--- src/rsa_chained_token_decrypt_unit_macros.svh ---
// Assertion macros shared by the RTL of the chained token decrypt unit.
// Each macro expects clk_i and rst_ni in scope.
`ifndef RSA_CHAINED_TOKEN_DECRYPT_UNIT_MACROS_SVH
`define RSA_CHAINED_TOKEN_DECRYPT_UNIT_MACROS_SVH
`ifndef SYNTHESIS
`define RCD_ASSERT(lbl, prop, msg) \
  lbl: assert property (@(posedge clk_i) disable iff (!rst_ni) prop) \
    else $error(msg);
`define RCD_ASSERT_NEXT(lbl, pre, post, msg) \
  lbl: assert property (@(posedge clk_i) disable iff (!rst_ni) (pre) |=> (post)) \
    else $error(msg);
`else
`define RCD_ASSERT(lbl, prop, msg)
`define RCD_ASSERT_NEXT(lbl, pre, post, msg)
`endif
`endif

--- src/rcd_pkg.sv ---
package rcd_pkg;

  localparam int unsigned OpWidthDef = 32;
  localparam int unsigned FieldW     = 32;
  localparam int unsigned CharW      = 8;
  localparam int unsigned CfgIdxW    = 1;
  localparam logic [FieldW-1:0] RstExp = 32'd32969;
  localparam logic [FieldW-1:0] RstMod = 32'd82333;

  typedef enum logic [1:0] {
    ACT_NONCE = 2'd0,
    ACT_START = 2'd1,
    ACT_DATA  = 2'd2
  } action_e;

  typedef enum logic [CfgIdxW-1:0] {
    CFG_EXP = 1'b0,
    CFG_MOD = 1'b1
  } cfg_idx_e;

  typedef struct packed {
    logic [1:0]        action;
    logic [FieldW-1:0] token_value;
  } in_item_t;

  typedef struct packed {
    logic [FieldW-1:0] plain_value;
    logic [CharW-1:0]  plain_char;
  } out_item_t;

  typedef enum logic [3:0] {
    OP_NONE      = 4'd0,
    OP_CHAIN_RAW = 4'd1,
    OP_ZERO_ACC  = 4'd2,
    OP_RED_INIT  = 4'd3,
    OP_MUL_STEP  = 4'd4,
    OP_EXP_INIT  = 4'd5,
    OP_MUL_INIT  = 4'd6,
    OP_EXP_UPD   = 4'd7,
    OP_FINISH    = 4'd8
  } uop_e;

  typedef enum logic [2:0] {
    C_NEVER     = 3'd0,
    C_NO_IN     = 3'd1,
    C_NOT_EXP   = 3'd2,
    C_SMALL_MOD = 3'd3,
    C_MUL_BUSY  = 3'd4,
    C_EXP_MORE  = 3'd5,
    C_OUT_FULL  = 3'd6
  } cond_e;

  localparam int unsigned PcW = 4;

  localparam logic [PcW-1:0] PC_IDLE     = 4'd0;
  localparam logic [PcW-1:0] PC_DISPATCH = 4'd1;
  localparam logic [PcW-1:0] PC_CHECKM   = 4'd2;
  localparam logic [PcW-1:0] PC_RED_INIT = 4'd3;
  localparam logic [PcW-1:0] PC_RED_STEP = 4'd4;
  localparam logic [PcW-1:0] PC_EXP_INIT = 4'd5;
  localparam logic [PcW-1:0] PC_MUL_INIT = 4'd6;
  localparam logic [PcW-1:0] PC_MUL_STEP = 4'd7;
  localparam logic [PcW-1:0] PC_EXP_UPD  = 4'd8;
  localparam logic [PcW-1:0] PC_FINISH   = 4'd9;

  // One control word: operation, jump condition, jump target, and a flag
  // that sends a not-taken jump back to the idle step.
  typedef struct packed {
    uop_e           op;
    cond_e          cond;
    logic [PcW-1:0] target;
    logic           ret;
  } ucw_t;

  // Datapath status the sequencer tests.
  typedef struct packed {
    logic in_valid;
    logic not_exp;
    logic small_mod;
    logic mul_busy;
    logic exp_more;
    logic out_full;
  } seq_stat_t;

  function automatic ucw_t ucode_rom(logic [PcW-1:0] pc);
    ucw_t w;
    w = '{op: OP_NONE, cond: C_NEVER, target: PC_IDLE, ret: 1'b1};
    unique case (pc)
      PC_IDLE:     w = '{op: OP_NONE,      cond: C_NO_IN,     target: PC_IDLE,     ret: 1'b0};
      PC_DISPATCH: w = '{op: OP_CHAIN_RAW, cond: C_NOT_EXP,   target: PC_IDLE,     ret: 1'b0};
      PC_CHECKM:   w = '{op: OP_ZERO_ACC,  cond: C_SMALL_MOD, target: PC_FINISH,   ret: 1'b0};
      PC_RED_INIT: w = '{op: OP_RED_INIT,  cond: C_NEVER,     target: PC_IDLE,     ret: 1'b0};
      PC_RED_STEP: w = '{op: OP_MUL_STEP,  cond: C_MUL_BUSY,  target: PC_RED_STEP, ret: 1'b0};
      PC_EXP_INIT: w = '{op: OP_EXP_INIT,  cond: C_NEVER,     target: PC_IDLE,     ret: 1'b0};
      PC_MUL_INIT: w = '{op: OP_MUL_INIT,  cond: C_NEVER,     target: PC_IDLE,     ret: 1'b0};
      PC_MUL_STEP: w = '{op: OP_MUL_STEP,  cond: C_MUL_BUSY,  target: PC_MUL_STEP, ret: 1'b0};
      PC_EXP_UPD:  w = '{op: OP_EXP_UPD,   cond: C_EXP_MORE,  target: PC_MUL_INIT, ret: 1'b0};
      PC_FINISH:   w = '{op: OP_FINISH,    cond: C_OUT_FULL,  target: PC_FINISH,   ret: 1'b1};
      default:     w = '{op: OP_NONE,      cond: C_NEVER,     target: PC_IDLE,     ret: 1'b1};
    endcase
    return w;
  endfunction

endpackage

--- src/rcd_mm_lane.sv ---
// Bit-serial interleaved modular multiply lane: r = 2r + bit*addend mod m.
module rcd_mm_lane import rcd_pkg::*; #(
  parameter int unsigned W = OpWidthDef
) (
  input  logic         clk_i,
  input  logic         clr_i,
  input  logic         step_i,
  input  logic         bit_i,
  input  logic [W-1:0] addend_i,
  input  logic [W-1:0] mod_i,
  output logic [W-1:0] r_o
);

  logic [W-1:0] r_q, r_d;
  logic [W:0]   m_ext, t, t1, u, u1;

  always_comb begin
    m_ext = {1'b0, mod_i};
    t     = {r_q, 1'b0};
    t1    = (t >= m_ext) ? (t - m_ext) : t;
    u     = {1'b0, t1[W-1:0]} + {1'b0, (bit_i ? addend_i : {W{1'b0}})};
    u1    = (u >= m_ext) ? (u - m_ext) : u;
    r_d   = r_q;
    if (clr_i) begin
      r_d = '0;
    end else if (step_i) begin
      r_d = u1[W-1:0];
    end
  end

  always_ff @(posedge clk_i) begin
    r_q <= r_d;
  end

  assign r_o = r_q;

endmodule

--- src/rcd_sequencer.sv ---
// Step counter over the control ROM with conditional jumps.
module rcd_sequencer import rcd_pkg::*; (
  input  logic           clk_i,
  input  logic           rst_ni,
  input  seq_stat_t      stat_i,
  output ucw_t           cw_o,
  output logic [PcW-1:0] pc_o
);

  logic [PcW-1:0] pc_q, pc_d;
  ucw_t           cw;
  logic           take;

  always_comb begin
    cw = ucode_rom(pc_q);
    unique case (cw.cond)
      C_NEVER:     take = 1'b0;
      C_NO_IN:     take = !stat_i.in_valid;
      C_NOT_EXP:   take = stat_i.not_exp;
      C_SMALL_MOD: take = stat_i.small_mod;
      C_MUL_BUSY:  take = stat_i.mul_busy;
      C_EXP_MORE:  take = stat_i.exp_more;
      C_OUT_FULL:  take = stat_i.out_full;
      default:     take = 1'b0;
    endcase
    if (take) begin
      pc_d = cw.target;
    end else if (cw.ret) begin
      pc_d = PC_IDLE;
    end else begin
      pc_d = pc_q + 1'b1;
    end
  end

  always_ff @(posedge clk_i or negedge rst_ni) begin
    if (!rst_ni) begin
      pc_q <= PC_IDLE;
    end else begin
      pc_q <= pc_d;
    end
  end

  assign cw_o = cw;
  assign pc_o = pc_q;

endmodule

--- src/rsa_chained_token_decrypt_unit.sv ---
// Chained RSA token decryptor.
// Input channel (in_valid_i / in_stall_o / in_item_i) takes one item per
// token: an action code and a ciphertext value. Output channel (out_valid_o /
// out_stall_i / out_item_o) delivers one item per data token: the decrypted
// value XOR the chain, and its low byte as the character.
// Configuration: cfg_we_i writes cfg_wdata_i into register cfg_idx_i
// (0 private exponent, 1 modulus); write only while the block is idle.
// Throughput is one item at a time. A microcoded sequencer walks a ten-step
// control ROM over a bit-serial modular multiplier with two lanes, one
// multiplier bit per cycle. A nonce or data item first reduces the base,
// then each of W exponent bits runs the shared multiply and square pass. A
// chain start and an unused action code return to idle after dispatch; a
// modulus below two skips to the finish step with a zero accumulator.
// Reset clears the sequencer, the chain, the output valid and loads the
// default exponent and modulus. A stalled output holds its item; the block
// still accepts the next item, and a nonce load or data token waits at its
// last step for as long as the output is still full.
`include "rsa_chained_token_decrypt_unit_macros.svh"

module rsa_chained_token_decrypt_unit import rcd_pkg::*; #(
  parameter int unsigned OPERAND_WIDTH = OpWidthDef
) (
  input  logic                 clk_i,
  input  logic                 rst_ni,
  input  logic                 in_valid_i,
  output logic                 in_stall_o,
  input  in_item_t             in_item_i,
  output logic                 out_valid_o,
  input  logic                 out_stall_i,
  output out_item_t            out_item_o,
  input  logic                 cfg_we_i,
  input  logic [CfgIdxW-1:0]   cfg_idx_i,
  input  logic [FieldW-1:0]    cfg_wdata_i
);

  localparam int unsigned W  = OPERAND_WIDTH;
  localparam int unsigned CW = $clog2(W);
  localparam logic [W-1:0] ExpRst = RstExp[W-1:0];
  localparam logic [W-1:0] ModRst = RstMod[W-1:0];

  ucw_t           cw;
  logic [PcW-1:0] pc;
  seq_stat_t      stat;

  // Control state
  logic [W-1:0]  exp_q, mod_q, chain_q;
  logic          out_valid_q;
  // Working registers
  logic [1:0]    act_q;
  logic [W-1:0]  tok_q, acc_q, sq_q, x_q, e_q;
  logic [CW-1:0] cnt_q, ecnt_q;
  out_item_t     out_q;

  logic [W-1:0]  ra, rs, plain;
  logic          in_acc, out_take, out_full, finish_fire, lane_clr, lane_step;

  assign in_acc      = in_valid_i && !in_stall_o;
  assign out_take    = out_valid_q && !out_stall_i;
  assign out_full    = out_valid_q && out_stall_i;
  assign finish_fire = (cw.op == OP_FINISH) && !out_full;
  assign lane_clr    = (cw.op == OP_RED_INIT) || (cw.op == OP_MUL_INIT);
  assign lane_step   = (cw.op == OP_MUL_STEP);
  assign plain       = acc_q ^ chain_q;

  always_comb begin
    stat.in_valid  = in_valid_i;
    stat.not_exp   = !((act_q == ACT_NONCE) || (act_q == ACT_DATA));
    stat.small_mod = (mod_q[W-1:1] == '0);
    stat.mul_busy  = (cnt_q != '0);
    stat.exp_more  = (ecnt_q != '0);
    stat.out_full  = out_full;
  end

  rcd_sequencer u_seq (
    .clk_i  (clk_i),
    .rst_ni (rst_ni),
    .stat_i (stat),
    .cw_o   (cw),
    .pc_o   (pc)
  );

  // Lane a: acc * sq (or base * 1 during the reduction pass).
  rcd_mm_lane #(.W(W)) u_lane_a (
    .clk_i    (clk_i),
    .clr_i    (lane_clr),
    .step_i   (lane_step),
    .bit_i    (x_q[W-1]),
    .addend_i (acc_q),
    .mod_i    (mod_q),
    .r_o      (ra)
  );

  // Lane s: sq * sq, sharing the multiplier bits of lane a.
  rcd_mm_lane #(.W(W)) u_lane_s (
    .clk_i    (clk_i),
    .clr_i    (lane_clr),
    .step_i   (lane_step),
    .bit_i    (x_q[W-1]),
    .addend_i (sq_q),
    .mod_i    (mod_q),
    .r_o      (rs)
  );

  // Config, chain and output valid
  always_ff @(posedge clk_i or negedge rst_ni) begin
    if (!rst_ni) begin
      exp_q       <= ExpRst;
      mod_q       <= ModRst;
      chain_q     <= '0;
      out_valid_q <= 1'b0;
    end else begin
      if (cfg_we_i) begin
        unique case (cfg_idx_i)
          CFG_EXP: exp_q <= cfg_wdata_i[W-1:0];
          CFG_MOD: mod_q <= cfg_wdata_i[W-1:0];
          default: ;
        endcase
      end
      if (out_take) begin
        out_valid_q <= 1'b0;
      end
      // Raw chain start
      if ((cw.op == OP_CHAIN_RAW) && (act_q == ACT_START)) begin
        chain_q <= tok_q;
      end
      if (finish_fire) begin
        case (act_q)
          ACT_NONCE: chain_q <= acc_q;
          ACT_DATA: begin
            chain_q     <= tok_q;
            out_valid_q <= 1'b1;
          end
          default: ;
        endcase
      end
    end
  end

  // Datapath registers
  always_ff @(posedge clk_i) begin
    if (in_acc) begin
      act_q <= in_item_i.action;
      tok_q <= in_item_i.token_value[W-1:0];
    end
    case (cw.op)
      OP_ZERO_ACC: acc_q <= '0;
      OP_RED_INIT: begin
        // Reduce the base as base * 1 mod m.
        acc_q <= {{(W-1){1'b0}}, 1'b1};
        x_q   <= tok_q;
        cnt_q <= CW'(W - 1);
      end
      OP_MUL_STEP: begin
        x_q   <= {x_q[W-2:0], 1'b0};
        cnt_q <= cnt_q - 1'b1;
      end
      OP_EXP_INIT: begin
        sq_q   <= ra;
        acc_q  <= {{(W-1){1'b0}}, 1'b1};
        e_q    <= exp_q;
        ecnt_q <= CW'(W - 1);
      end
      OP_MUL_INIT: begin
        x_q   <= sq_q;
        cnt_q <= CW'(W - 1);
      end
      OP_EXP_UPD: begin
        if (e_q[0]) begin
          acc_q <= ra;
        end
        sq_q   <= rs;
        e_q    <= {1'b0, e_q[W-1:1]};
        ecnt_q <= ecnt_q - 1'b1;
      end
      default: ;
    endcase
    if (finish_fire && (act_q == ACT_DATA)) begin
      out_q.plain_value <= FieldW'(plain);
      out_q.plain_char  <= plain[CharW-1:0];
    end
  end

  assign in_stall_o  = (pc != PC_IDLE);
  assign out_valid_o = out_valid_q;
  assign out_item_o  = out_q;

  `RCD_ASSERT_NEXT(a_accept_dispatch, in_valid_i && !in_stall_o, pc == PC_DISPATCH, "accept did not dispatch")
  `RCD_ASSERT_NEXT(a_cnt_down, cw.op == OP_MUL_STEP && cnt_q != '0, cnt_q == $past(cnt_q) - 1'b1, "multiply step count skipped")
  `RCD_ASSERT(a_acc_range, (pc >= PC_RED_INIT && pc <= PC_EXP_UPD) |-> (acc_q < mod_q), "accumulator not reduced")
  `RCD_ASSERT_NEXT(a_out_src, !out_valid_q && !(cw.op == OP_FINISH && act_q == ACT_DATA), !out_valid_q, "output valid without a data token")

endmodule
--- config.mk ---
export PLATFORM = sky130hd
export DESIGN_NAME = rsa_chained_token_decrypt_unit
export DESIGN_NICKNAME = d
export VERILOG_FILES = /design/src/rcd_pkg.sv /design/src/rcd_mm_lane.sv /design/src/rcd_sequencer.sv /design/src/rsa_chained_token_decrypt_unit.sv
export VERILOG_INCLUDE_DIRS = /design/src /design/src/src
export SDC_FILE = /design/constraint.sdc
export NUM_CORES = 1
export LEC_CHECK = 0
export BUFFER_PORTS_ARGS = -buffer_cell sky130_fd_sc_hd__buf_2
export CORE_UTILIZATION = 30
export CTS_BUF_LIST = sky130_fd_sc_hd__clkbuf_4 sky130_fd_sc_hd__clkbuf_8
export CTS_CLUSTER_SIZE = 40
export DETAILED_ROUTE_END_ITERATION = 8
export PLACE_DENSITY = 0.47
export SKIP_CTS_REPAIR_TIMING = 1
export SYNTH_ARGS = -nofsm -noshare
export SYNTH_HDL_FRONTEND = slang
export SYNTH_SLANG_ARGS = --single-unit
--- constraint.sdc ---
create_clock -name clk_i -period 22.4 [get_ports clk_i]
set_clock_uncertainty 0.1 [all_clocks]
set_input_delay 4.48 -clock clk_i [delete_from_list [all_inputs] [get_ports clk_i]]
set_output_delay 4.48 -clock clk_i [all_outputs]
set_load 0.05 [all_outputs]
# Word-level counts from Yosys, hierarchy flattened
# Memories as Yosys holds them, arrays and structs flattened.
# Cells that the tools add are included.
# word_totals
reg_bits	377
rom_bits	192
in_bits	72
output_inout_bits	42
elab_cells	99
n_memories	1
# classes
addsub	9
order_cmp	4
eq_ne	17
mux	22
bitwise	2
reduce_logical	27
# memory_table
name	depth	word_bits	rd	rd_clocked_by_memory_dff	wr	line_no	text
(no name shown)	16	12	1	0	0	rcd_pkg.sv:88	unique case (pc)
# op_table
cell	n
32-bit 2-to-1 mux	9
32-bit one-hot mux with 2 select lines	3
32-bit one-hot mux with 3 select lines	2
33-bit by 32-bit >= comparator with 1-bit output	4
32-bit subtractor	4
32-bit by 32-bit adder with 33-bit output	2
32-bit bitwise XOR	1
31-bit zero test	1
5-bit one-hot mux with 2 select lines	2
4-bit by 3-bit == test with 1-bit output (second input constant)	4
5-bit nonzero test	2
5-bit by 1-bit subtractor with 5-bit output (second input constant)	2
3-bit == test (second input constant)	3
4-bit by 2-bit == test with 1-bit output (second input constant)	2
4-bit 2-to-1 mux	2
3-bit by 2-bit == test with 1-bit output (second input constant)	2
1-bit logical AND	6
1-bit one-hot mux with 6 select lines	1
2-bit AND reduction	3
3-bit nonzero test	2
1-bit zero test	5
4-bit by 1-bit adder with 4-bit output (second input constant)	1
4-bit by 1-bit == test with 1-bit output (second input constant)	1
4-bit == test (second input constant)	1
11 further kinds	16

# Depth between registers and ports, before layout
# An unclocked memory read counts as a cell.
# depth
word_depth	6
ltp_mapped	37
ltp_nobuf	33

# Hierarchy
# Synthesis repeated with hierarchy kept, for this count alone.
# unflattened
hier_cells	2912
hier_area_um2	26949.6
# by_module_without_submodules
module	instances	cells_per_inst	area_per_inst_um2	seq_area_each_um2
rsa_chained_token_decrypt_unit	1	919	12473.2	8569.5
rcd_mm_lane (u_lane_s)	1	1003	7144.4	640.6
rcd_mm_lane (u_lane_a)	1	930	6846.6	640.6
rcd_sequencer	1	60	485.5	100.1

# Worst setup path after synthesis
# No wires, ideal clock.
# synth_path
kind	reg-to-reg
startpoint	register mod_q[1]
endpoint	register u_lane_s.r_q[31] (netlist: u_lane_s.r_o[31])
setup_time_ns	0.122
arrival_ns	7.442
t_required_ns	22.178
setup_slack_ns	14.736
stages_incl_launch_ff	36
n_path_buf	3
synth_period_minus_slack_ns	7.664
path_cell_list	dfrtp_1 inv_1 ha_1 nor2b_1 o21ai_0 a21oi_1 o31ai_1 a21oi_1 o31ai_1 a31oi_1 nor2_1 clkbuf_1 clkbuf_1 nand2_1 o21ai_0 ha_1 a21oi_1 o21ai_0 or3_1 o211ai_1 o31ai_2 a211o_1 a221oi_1 xnor2_1 ha_1 and4_1 clkbuf_1 nor2b_1 a221oi_1 o211ai_1 a221o_1 a31oi_1 a21boi_4 nand2b_1 inv_1 a221o_1
# synth_via
elab_chain_len	5
elab_cells_between_ends	7
cone_classes	add/sub (3); order compare (2); mux (2)
# synth_rtl
item	line_no	text
start: declaration	rsa_chained_token_decrypt_unit.sv:46	logic [W-1:0] exp_q, mod_q, chain_q;
start signal: assignment	rsa_chained_token_decrypt_unit.sv:108	mod_q <= ModRst;
start signal: assignment	rsa_chained_token_decrypt_unit.sv:115	CFG_MOD: mod_q <= cfg_wdata_i[W-1:0];
32-bit subtractor / 33-bit by 32-bit >= comparator with 1-bit output (equally long branches)	rcd_mm_lane.sv:20	t1 = (t >= m_ext) ? (t - m_ext) : t;
32-bit 2-to-1 mux	rcd_mm_lane.sv:20	
32-bit by 32-bit adder with 33-bit output	rcd_mm_lane.sv:21	u = {1'b0, t1[W-1:0]} + {1'b0, (bit_i ? addend_i : {W{1'b0}})};
32-bit subtractor / 33-bit by 32-bit >= comparator with 1-bit output (equally long branches)	rcd_mm_lane.sv:22	u1 = (u >= m_ext) ? (u - m_ext) : u;
32-bit 2-to-1 mux (*)	rcd_mm_lane.sv:22	
end signal: assignment	rcd_mm_lane.sv:32	r_q <= r_d;
end: declaration	rcd_mm_lane.sv:14	logic [W-1:0] r_q, r_d;
# Every way passes the cells marked *; elsewhere a longest branch is shown, timed or not.
# A chain may end at the register's enable or synchronous reset.

# Worst setup path in the final report
# Same ends and word-level chain as after synthesis.

==> impl_metrics.csv <==
group,metric,value,unit
detailed_routing,vias,21521,
grt,grt-ovfl-total,0,
timing,tns,0,ps
pwr,power,5.31,mW
timing,slew-limit-headroom,0.198,
cts,clk_pin_slew,60,ps
setup_path,cpPeakStageDelay,850,ps
synth,synthFlopType,"edfxtp_1",
synth,synthArstFlopShare,0.274,
cts,cts.sinks,369,
timing,period_minus_slack,10600,ps
cts,cts_max_path_buffers,3,
layout,drive_above_1_share,0.149,
hold_path,hp-class,"reg2reg",
grt,grt_pass1_wl,130000,µm
floorplanning,die_h,295,µm
pwr,p_leak,12.5,nW
timing,fmax,94.3,MHz
layout,stdcell_area,29000,µm²
grt,grt_use_total,0.197,
run_status,status,"completed",
grt,antenna_found_initial,3,
detailed_routing,routed_via_density,5.32,
floorplanning,io_pins,114,
synth,syn_avg_cell_area,9.38,µm²
cts,cts_max_level,3,
synth,netlist_top_cells_area,"edfxtp_1 24%, ha_1 9.6%, dfrtp_1 8.5%",
pwr,ir_worst_vdd,0.0898,mV
setup_path,critPathMaxFanout,57,
floorplanning,die_x,295,µm
detailed_routing,drtIter0Drc,1402,
synth,synth_seq_cells,369,
placement,place_area,27500,µm²
setup_path,worstSetupEndpointType,"flip-flop",
placement,dp.cells,3913,
grt,grt_pass1_vias,21306,
placement,port_buffers,113,
detailed_routing,drt_wl_total,86700,µm
synth,ys_seq_area_frac,0.385,
setup_path,critPathArrivalTime,11070,ps
detailed_routing,firstDrtPassIters,5,
timing,hold_ws,399,ps
timing,finalSetupViolCount,0,
detailed_routing,ant_nets,0,
placement,place.gp.congestion,0.948,
cts,clk_latency,680,ps
flow_run,cap_violations,0,
timing,slew_viol_final,0,
setup_path,critPathRequiredTime,22860,ps
timing,hold_viol_final,0,
layout,fin_nets,3121,
setup_path,slowest_stage,"a21boi_4",
detailed_routing,post_drt_wl_per_cell,21.4,µm
synth,synth_nets,3031,
setup_path,setup.worst_path.class,"reg2reg",
synth,synth_area_leader_cell,"edfxtp_1",
synth,ys_types,88,
detailed_routing,drc,0,
synth,synth_edf_count,204,
placement,pre_cts_ws,11760,ps
layout,stdcell_count,4045,
synth,ys.warnings.count,0,
timing,finalCritPeriodShare,0.473,
placement,dpl.hpwl,66900,µm
layout,postLayoutCoreUtil,0.340,
pwr,power.density,183,nW/µm²
floorplanning,core,85300,µm²
synth,netlist_area,25800,µm²
cts,cts_tree,"yes",
synth,synth_top_area_frac,0.237,
cts,root_buffer,"clkbuf_8",
layout,fill_cells,8833,
timing,layout_setup_ws,11800,ps
cts,cts_buffers,73,
grt,grt_max_degree,70,
setup_path,cp-start-kind,"flip-flop",
timing,rsz0062_at_grt,"false",
floorplanning,start_util,0.303,
floorplanning,design.die.area,87300,µm²
layout,area_growth,12.2,%
floorplanning,rows,107,
synth,syn_inst,2754,
timing,tightest_slew,1180,ps
-- synth_stat cells (7+ instances only) --
cell type / n
clkbuf_1: 84
mux2i_1: 46
inv_1: 103
and2_1: 81
nand2b_1: 26
xor2_1: 100
edfxtp_1: 204
dfrtp_1: 88
xnor2_1: 88
a21oi_1: 167
o21ai_1: 11
a31oi_1: 52
a21o_1: 93
nor2b_1: 29
and4_1: 7
a211o_1: 8
o21ai_0: 192
o22ai_1: 24
and3_1: 57
or2_2: 10
nand3_1: 46
o31a_1: 9
nand4_1: 22
or3_1: 7
buf_4: 12
o211ai_1: 19
o21a_1: 32
mux2_2: 130
o21bai_1: 20
dfxtp_1: 64
a222oi_1: 12
nor3_1: 38
dfstp_2: 13
ha_1: 199
buf_1: 13
nor2_1: 208
a211oi_1: 18
nor4_1: 18
o31ai_1: 12
nand2_1: 291
-- worst max-delay path: cells and delay by family, from the launching register on --
kind | cells | cell delay [ps]
compound gates | 20 | 6560
xor+xnor | 1 | 300
fa+ha+maj | 3 | 1120
flops | 1 | 480
simple gates | 5 | 1110
buf+inv | 3 | 750
-- sequential cells by signal (all words and copies together) (netlist names) --
register      cells
x_q              32
u_seq.pc_o        4
cnt_q             5
out_valid_o       1
out_item_o       32
acc_q            32
act_q             2
mod_q            32
u_lane_a.r_o     32
tok_q            32
u_lane_s.r_o     32
chain_q          32
sq_q             32
ecnt_q            5
e_q              32
exp_q            32
-- power breakdown --
part | total [mW] | leakage [nW] | internal, mW | switching (mW)
Sequential | 1.14 | 3.59 | 0.969 | 0.173
Combinational | 3.47 | 8.12 | 1.36 | 2.11
Clock | 0.693 | 0.764 | 0.382 | 0.311
-- worst paths after layout --
kind / slack [ps] / end / depth (start not counted) / startpoint
setup / recovery: 11800 / u_lane_s.r_o[31] / 32 / mod_q[1]
hold / removal: 400 / exp_q[31] / 1 / exp_q[31]
setup reg to reg: 11800 / u_lane_s.r_o[31] / 32 / mod_q[1]
hold reg to reg: 400 / exp_q[31] / 1 / exp_q[31]
max in group asynchronous: 17130 / exp_q[25] / 2 / rst_ni
min in group asynchronous: 3670 / chain_q[7] / 1 / rst_ni
-- layout make-up --
cell class / instances / area [µm²] / area share
inverter: 104 / 390 / 0.0135
antenna: 1 / 2.50 / 0.0000864
clock inverter: 17 / 85.1 / 0.00294
clock buffer: 114 / 1350 / 0.0466
sequential: 369 / 9950 / 0.343
multi-input combinational: 2164 / 15000 / 0.519
timing repair buffer: 132 / 711 / 0.0245
tap: 1144 / 1430 / 0.0494
-- logic make-up after synthesis --
group | share of synthesized area
xor gates and xnor gates | 0.0638
muxes | 0.0745
DFF | 0.385
and+or+nand+nor | 0.156
buffers and inverters | 0.0347
AOI/OAI and AO/OA | 0.184
adders and majority gates | 0.101
-- cells in the final DEF (no fill, tap or decap), drive strengths merged, types with 14 or more instances in the layout --
cell | Yosys | layout
mux2 | 130 | 130
nand2 | 291 | 291
nand4 | 22 | 22
buf | 33 | 132
a211oi | 18 | 18
o21bai | 21 | 21
a31oi | 52 | 52
o211ai | 19 | 19
a21oi | 167 | 167
o21ai | 204 | 204
nor2b | 29 | 29
xnor2 | 88 | 88
clkbuf | 84 | 114
nor4 | 18 | 18
edfxtp | 204 | 204
mux2i | 46 | 46
nor2 | 208 | 208
xor2 | 100 | 100
a21o | 94 | 94
o22ai | 24 | 24
inv | 104 | 105
nor3 | 38 | 38
nand3 | 46 | 46
o21a | 32 | 32
o31ai | 14 | 14
nand2b | 26 | 26
ha | 199 | 199
and2 | 82 | 82
and3 | 57 | 57
dfrtp | 88 | 88
dfxtp | 64 | 64
-- routing by layer --
layer | vias up | routed length (µm) | global-route usage
met5 | - | 0 | 0
met4 | 0 | 2410 | 0.0629
met3 | 132 | 4760 | 0.0266
met2 | 674 | 37300 | 0.304
met1 | 10463 | 42200 | 0.283
li1 | 10252 | - | -
No activity file was read; power rests on OpenSTA's default activity.
